--- src/ddec_pkg.sv ---
// ddec_pkg: widths, class codes and the month table for the date difference block
// no dependencies; used by every module of the block
`default_nettype none

package ddec_pkg;

   localparam int YEAR_W   = 14;
   localparam int MONTH_W  = 4;
   localparam int DAY_W    = 5;
   localparam int WARN_W   = 10;
   localparam int SERIAL_W = 24;
   localparam int DIFF_W   = 25;
   localparam int OUT_W    = 23;
   localparam int CUM_W    = 9;
   localparam int BASE_W   = 23;

   localparam logic [WARN_W-1:0] WARN_RESET = WARN_W'(3);

   // floor(x * DIV100_MUL / 2**DIV100_SHIFT) == floor(x / 100) for x < 43699
   localparam int DIV100_MUL   = 5243;
   localparam int DIV100_SHIFT = 19;
   localparam int MUL_W        = YEAR_W + 13;

   localparam int DAYS_PER_YEAR = 365;
   localparam int MONTH_LAST    = 12;

   typedef enum logic [1:0] {
      CLASS_BEYOND  = 2'd0,
      CLASS_NEAR    = 2'd1,
      CLASS_TODAY   = 2'd2,
      CLASS_EXPIRED = 2'd3
   } expiry_class_type;

   typedef struct packed {
      logic [YEAR_W-1:0]  year;
      logic [MONTH_W-1:0] month;
      logic [DAY_W-1:0]   day;
   } date_type;

   // days of the whole months before month index idx (0 is January)
   function automatic logic [CUM_W-1:0] cum_days(input logic [MONTH_W-1:0] idx);
      logic [CUM_W-1:0] r;
      case (idx)
         4'd0:    r = CUM_W'(0);
         4'd1:    r = CUM_W'(31);
         4'd2:    r = CUM_W'(59);
         4'd3:    r = CUM_W'(90);
         4'd4:    r = CUM_W'(120);
         4'd5:    r = CUM_W'(151);
         4'd6:    r = CUM_W'(181);
         4'd7:    r = CUM_W'(212);
         4'd8:    r = CUM_W'(243);
         4'd9:    r = CUM_W'(273);
         4'd10:   r = CUM_W'(304);
         4'd11:   r = CUM_W'(334);
         default: r = CUM_W'(365);
      endcase
      return r;
   endfunction

endpackage

`default_nettype wire

--- src/ddec_serial.sv ---
// ddec_serial: turns one date into its serial day number, combinational
// depends on ddec_pkg
`default_nettype none

module ddec_serial
   import ddec_pkg::*;
(
   input  wire date_type             date,
   output logic signed [SERIAL_W-1:0] serial
);

   logic [YEAR_W-1:0]  prev_year;
   logic               year_zero;
   logic [MUL_W-1:0]   prod_prev;
   logic [MUL_W-1:0]   prod_year;
   logic [YEAR_W-1:0]  q100_prev;
   logic [YEAR_W-1:0]  q100_year;
   logic [YEAR_W-1:0]  q400_prev;
   logic [YEAR_W-1:0]  q400_year;
   logic [BASE_W-1:0]  base;
   logic               leap;
   logic [MONTH_W-1:0] month_idx;
   logic [CUM_W-1:0]   month_days;
   logic               leap_add;

   always_comb begin
      year_zero = (date.year == '0);
      prev_year = date.year - YEAR_W'(1);

      // constant reciprocal divide by 100, then by 4 more for 400
      prod_prev = MUL_W'(prev_year) * MUL_W'(DIV100_MUL);
      prod_year = MUL_W'(date.year) * MUL_W'(DIV100_MUL);
      q100_prev = YEAR_W'(prod_prev >> DIV100_SHIFT);
      q100_year = YEAR_W'(prod_year >> DIV100_SHIFT);
      q400_prev = q100_prev >> 2;
      q400_year = q100_year >> 2;

      base = BASE_W'(prev_year) * BASE_W'(DAYS_PER_YEAR)
           + BASE_W'(prev_year >> 2)
           - BASE_W'(q100_prev)
           + BASE_W'(q400_prev);

      // a century boundary falls between prev_year and year exactly when year is a multiple of 100
      if (year_zero) begin
         leap = 1'b1;
      end else begin
         leap = ((date.year[1:0] == 2'b00) && (q100_year == q100_prev))
              || (q400_year != q400_prev);
      end

      if (date.month == '0) begin
         month_idx = '0;
      end else if (date.month > MONTH_W'(MONTH_LAST)) begin
         month_idx = MONTH_W'(MONTH_LAST);
      end else begin
         month_idx = date.month - MONTH_W'(1);
      end
      month_days = cum_days(month_idx);
      leap_add   = leap && (month_idx >= MONTH_W'(2));

      if (year_zero) begin
         serial = -SERIAL_W'(DAYS_PER_YEAR);
      end else begin
         serial = $signed(SERIAL_W'(base));
      end
      serial = serial + $signed(SERIAL_W'(month_days)) + $signed(SERIAL_W'(leap_add))
             + $signed(SERIAL_W'(date.day));
   end

endmodule

`default_nettype wire

--- src/ddec_classify.sv ---
// ddec_classify: difference of two serial numbers, saturation and expiry class
// depends on ddec_pkg
`default_nettype none

module ddec_classify
   import ddec_pkg::*;
(
   input  wire logic signed [SERIAL_W-1:0] start_serial,
   input  wire logic signed [SERIAL_W-1:0] end_serial,
   input  wire logic [WARN_W-1:0]          warn_days,
   output logic [OUT_W-1:0]                day_difference,
   output expiry_class_type                expiry_class
);

   logic signed [DIFF_W-1:0] diff;
   logic                     fits;

   always_comb begin
      diff = DIFF_W'(end_serial) - DIFF_W'(start_serial);

      // fits when the bits above the output sign all match it
      fits = (diff[DIFF_W-1:OUT_W-1] == '0) || (diff[DIFF_W-1:OUT_W-1] == '1);
      if (fits) begin
         day_difference = diff[OUT_W-1:0];
      end else if (diff[DIFF_W-1]) begin
         day_difference = {1'b1, {(OUT_W-1){1'b0}}};
      end else begin
         day_difference = {1'b0, {(OUT_W-1){1'b1}}};
      end

      if (diff[DIFF_W-1]) begin
         expiry_class = CLASS_EXPIRED;
      end else if (diff == '0) begin
         expiry_class = CLASS_TODAY;
      end else if (diff <= $signed(DIFF_W'(warn_days))) begin
         expiry_class = CLASS_NEAR;
      end else begin
         expiry_class = CLASS_BEYOND;
      end
   end

endmodule

`default_nettype wire

--- src/date_difference_expiry_class.sv ---
// date_difference_expiry_class: top level, input register, day numbers, result register
// depends on ddec_pkg, ddec_serial and ddec_classify
// Accepts one date pair in every clock cycle (busy is always low); the result appears on
// the rsp_ ports with rsp_strobe after the input register and the result register, held
// for one cycle, and the receiver cannot stall it. Both serial day numbers, the difference
// and the class are computed combinationally between the input and result registers.
// csr_warn_days is always ready and should be written only while no item is in flight.
`default_nettype none

module date_difference_expiry_class
   import ddec_pkg::*;
(
   input  wire logic               clock,
   input  wire logic               reset,
   input  wire logic               start,
   output logic                    busy,
   input  wire logic [YEAR_W-1:0]  req_start_year,
   input  wire logic [MONTH_W-1:0] req_start_month,
   input  wire logic [DAY_W-1:0]   req_start_day,
   input  wire logic [YEAR_W-1:0]  req_end_year,
   input  wire logic [MONTH_W-1:0] req_end_month,
   input  wire logic [DAY_W-1:0]   req_end_day,
   output logic                    rsp_strobe,
   output logic [OUT_W-1:0]        rsp_day_difference,
   output logic [1:0]              rsp_expiry_class,
   input  wire logic               csr_valid,
   output logic                    csr_ready,
   input  wire logic [WARN_W-1:0]  csr_warn_days
);

   logic                          item_valid_ff;
   date_type                      start_date_ff;
   date_type                      end_date_ff;
   logic [WARN_W-1:0]             warn_ff;
   logic                          rsp_strobe_ff;
   logic [OUT_W-1:0]              diff_ff;
   expiry_class_type              class_ff;

   logic                          accept;
   logic signed [SERIAL_W-1:0]    start_serial;
   logic signed [SERIAL_W-1:0]    end_serial;
   logic [OUT_W-1:0]              diff_in;
   expiry_class_type              class_in;

   assign busy      = 1'b0;
   assign csr_ready = 1'b1;
   assign accept    = start && !busy;

   always_ff @(posedge clock) begin
      if (reset) begin
         item_valid_ff <= 1'b0;
         rsp_strobe_ff <= 1'b0;
         warn_ff       <= WARN_RESET;
      end else begin
         item_valid_ff <= accept;
         rsp_strobe_ff <= item_valid_ff;
         if (csr_valid && csr_ready) begin
            warn_ff <= csr_warn_days;
         end
      end
   end

   always_ff @(posedge clock) begin
      if (accept) begin
         start_date_ff <= '{year: req_start_year, month: req_start_month, day: req_start_day};
         end_date_ff   <= '{year: req_end_year, month: req_end_month, day: req_end_day};
      end
      if (item_valid_ff) begin
         diff_ff  <= diff_in;
         class_ff <= class_in;
      end
   end

   ddec_serial u_start_serial (
      .date   (start_date_ff),
      .serial (start_serial)
   );

   ddec_serial u_end_serial (
      .date   (end_date_ff),
      .serial (end_serial)
   );

   ddec_classify u_classify (
      .start_serial   (start_serial),
      .end_serial     (end_serial),
      .warn_days      (warn_ff),
      .day_difference (diff_in),
      .expiry_class   (class_in)
   );

   assign rsp_strobe         = rsp_strobe_ff;
   assign rsp_day_difference = diff_ff;
   assign rsp_expiry_class   = class_ff;

`ifndef SYNTHESIS
   a_stage_follows_accept: assert property (@(posedge clock) disable iff (reset)
      accept |=> item_valid_ff)
      else $error("input stage did not capture accepted item");

   a_strobe_two_after: assert property (@(posedge clock) disable iff (reset)
      accept |=> ##1 rsp_strobe)
      else $error("result strobe missing two cycles after accept");

   a_no_phantom: assert property (@(posedge clock) disable iff (reset)
      rsp_strobe |-> $past(item_valid_ff))
      else $error("result strobe without an item in the input stage");

   a_today_zero: assert property (@(posedge clock) disable iff (reset)
      (rsp_strobe && class_ff == CLASS_TODAY) |-> (rsp_day_difference == '0))
      else $error("today class with nonzero difference");

   a_expired_neg: assert property (@(posedge clock) disable iff (reset)
      (rsp_strobe && class_ff == CLASS_EXPIRED) |-> rsp_day_difference[OUT_W-1])
      else $error("expired class with nonnegative difference");
`endif

endmodule

`default_nettype wire
--- config.mk ---
export PLATFORM = sky130hd
export DESIGN_NAME = date_difference_expiry_class
export DESIGN_NICKNAME = d
export VERILOG_FILES = /design/src/ddec_pkg.sv /design/src/ddec_serial.sv /design/src/ddec_classify.sv /design/src/date_difference_expiry_class.sv
export SDC_FILE = /design/constraint.sdc
export NUM_CORES = 2
export LEC_CHECK = 0
export ABC_AREA = 0
export BUFFER_PORTS_ARGS = -buffer_cell sky130_fd_sc_hd__buf_2
export CORE_UTILIZATION = 65
export CTS_CLUSTER_SIZE = 16
export DETAILED_ROUTE_END_ITERATION = 8
export GPL_TIMING_DRIVEN = 0
export PLACE_DENSITY = 0.95
export SETUP_SLACK_MARGIN = 0.15
export SLEW_MARGIN = 20
export SYNTH_ARGS = -nofsm -noshare
export SYNTH_HDL_FRONTEND = slang
export SYNTH_HIERARCHICAL = 1
export SYNTH_SLANG_ARGS = --single-unit
export TNS_END_PERCENT = 50
--- constraint.sdc ---
create_clock -name clock -period 19.4 [get_ports clock]
set_clock_uncertainty 0.2 [all_clocks]
set_input_delay 1.94 -clock clock [delete_from_list [all_inputs] [get_ports clock]]
set_output_delay 1.94 -clock clock [all_outputs]
set_load 0.01 [all_outputs]
==> flow_summary.toml <==
[run_status]
status = "finished, violations left"
violations = "DRC"

[routing]
dr.pass1.iters = 9
drc = 1
routedWlPerCell_um = 21.7
viasPerCell = 6.23
drt_iter0_markers = 2330
vias = 23417
drt_wl_total_mm = 81.4
ant_nets = 0

[layout]
diodes = 0
areaGrowthSynthToFinish_pct = 5.49
multiInputGateArea_um2 = 23300
drive_gt1_share_pct = 6.14
register_area_um2 = 2370
fillers = 2748
layout.cells.most_common = "inv_1"
final_cell_mix = "inv_1, ha_1, fa_1"
nNetsFinal = 4277

[floorplan]
initial_core_util_pct = 66.6
io_pins = 88
die_area_um2 = 45400
rows = 76
fp.dieW_um = 213
die_y_um = 213
core-area_um2 = 43500

[cts]
cts_resized = 0
clock_path_buffers = 2
ctsHtreeMaxLevel = 3
ctsHoldBuffers = 0
clk_latency_ns = 0.38
tritoncts = "yes"
cts.clk_slew.worst_paths_ns = 0.08
clockRootBuffer = "clkbuf_16"
postCtsSetupRepairBufs = 0
cts_buffers = 9
cts.sinks = 83

[yosys]
yosysTopAreaCellShare_pct = 28.4
synth_area_per_cell_um2 = 9.40
ys_ff_latch = 83
synth.top_cells.by_area = "fa_1, ha_1, inv_1"
synth_top_area_cell = "fa_1"
synth_flop_cell = "edfxtp_1"
synth_edf_count = 71
ys_types = 104
yosys_warnings = 6
synth_area_um2 = 28900
synth_cells = 3076
syn-num-nets = 4181
async_reset_ff_share_pct = 0
yosysSeqAreaShare_pct = 8.20

[worst_setup_path]
cpPeakStageDelay_ns = 0.74
crit_top_cell = "inv_1"
timing.rr.start = "start_date_ff[9]"
worstPathRequired_ns = 19.39
startpoint_type = "flip-flop"
critPathMaxFanout = 12
crit_family = "adder cells"
cp_slowest_cell = "edfxtp_1"
crit_start = "start_date_ff[9]"
arrival_ns = 17.87
worst-setup-path-type = "flip-flop to flip-flop"
path_buf_inv = 10
crit_path_end_kind = "flip-flop"

[grt]
grt_max_degree = 48
antenna_found_initial = 3
grt_pass1_vias = 25690
track_usage_pct = 37.3
overflow = 0
grt_pass1_wl_mm = 129

[min_path]
min_from = "warn_ff[2]"
hold_path.class = "flip-flop to flip-flop"

[job]
drv_cap = 0

[timing]
rsz0062_at_grt = "false"
finalHoldViolCount = 0
fmax_ghz = 0.0559
tightestPinTransition_ns = 1.23
drv_slew = 0
finalSetupTns_ns = 0
slew_headroom_pct = 15.6
fin_crit_ns = 17.88
hold_slack_ns = 0.303
fin_crit_sh_pct = 92.2
setup-violations-final = 0

[placed_design]
hpwl_mm = 66.0
place.gp.congestion = 0.979
io_buffers = 85
-- Yosys cell counts, types with 11 or more instances --
master      n
a211oi_1   13
nand3_1    30
xnor2_1   121
nand2_1   104
edfxtp_1   71
nor2b_1    18
a21boi_0   11
inv_1     853
nand4_1    22
o21a_1     17
a21o_1     62
a21oi_1   129
nor3_1     38
o21ai_1    20
ha_1      634
o21bai_1   13
o211ai_1   14
xor2_1     45
nor2_1    102
and2_1     11
mux2i_1    18
o21ai_0    66
fa_1      411
dfxtp_1    12
and3_1     15
nand2b_1   17
-- cell type report --
class / count / area share (%)
timing repair buffer: 85 / 1.40
buffer: 28 / 0.529
clock inverter: 4 / 0.250
tap: 585 / 2.40
clock buffer: 11 / 0.763
sequential: 83 / 7.77
multi-input combinational: 2111 / 76.4
inverter: 854 / 10.5
-- state kept, by name, indices dropped and copies added (netlist names) --
name,cells
warn_ff,10
end_date_ff,23
item_valid_ff,1
rsp_strobe,1
rsp_day_difference,23
start_date_ff,23
rsp_expiry_class,2
-- routing by layer --
metal / track usage, % / vias to the layer above / wire [µm]
met5: 0 / - / 30
met4: 27.1 / 4 / 6600
met3: 10.9 / 596 / 8110
met2: 61.5 / 1662 / 37900
met1: 41.1 / 11065 / 28800
li1: - / 10090 / -
-- tightest hold or removal path, cell delays in order, from the launching register on --
cell and delay, ns:
dfxtp_1 0.33, mux2i_1 0.06, nor2_1 0.08
-- cells by family after synthesis --
| family | after synthesis | synth area share [%] |
|---|---|---|
| buf+inv | 882 | 11.6 |
| xor+xnor | 171 | 5.38 |
| mux | 21 | 0.748 |
| compound gates | 458 | 11.0 |
| flops | 83 | 8.20 |
| simple gates | 414 | 7.20 |
| other cells | 2 | 0.0260 |
| fa+ha+maj | 1045 | 55.9 |
-- metrics by stage --
step                      util (%)  worst slack (ns)  cell area, µm²  cells
after floorplan                  -              5.32           28900   3076
after global placement        69.2              2.97           30100   3746
after detailed placement      69.4              2.06           30200   3746
after CTS                     70.1              1.95           30500   3761
after global routing          70.2             0.875           30500   3761
final                         70.2              1.52           30500   3761
-- worst paths after layout --
| path | end | slack [ns] | depth (start not counted) |
|---|---|---|---|
| worst max-delay path | rsp_expiry_class[0] | 1.52 | 58 |
| worst min-delay path | warn_ff[2] | 0.30 | 2 |
| worst min register to register | warn_ff[2] | 0.30 | 2 |
| worst max register to register | rsp_expiry_class[0] | 1.52 | 58 |
Power is left out: the tool's default activity adds up to more than one toggle a clock period on the data nets, which glitch-free logic cannot reach.
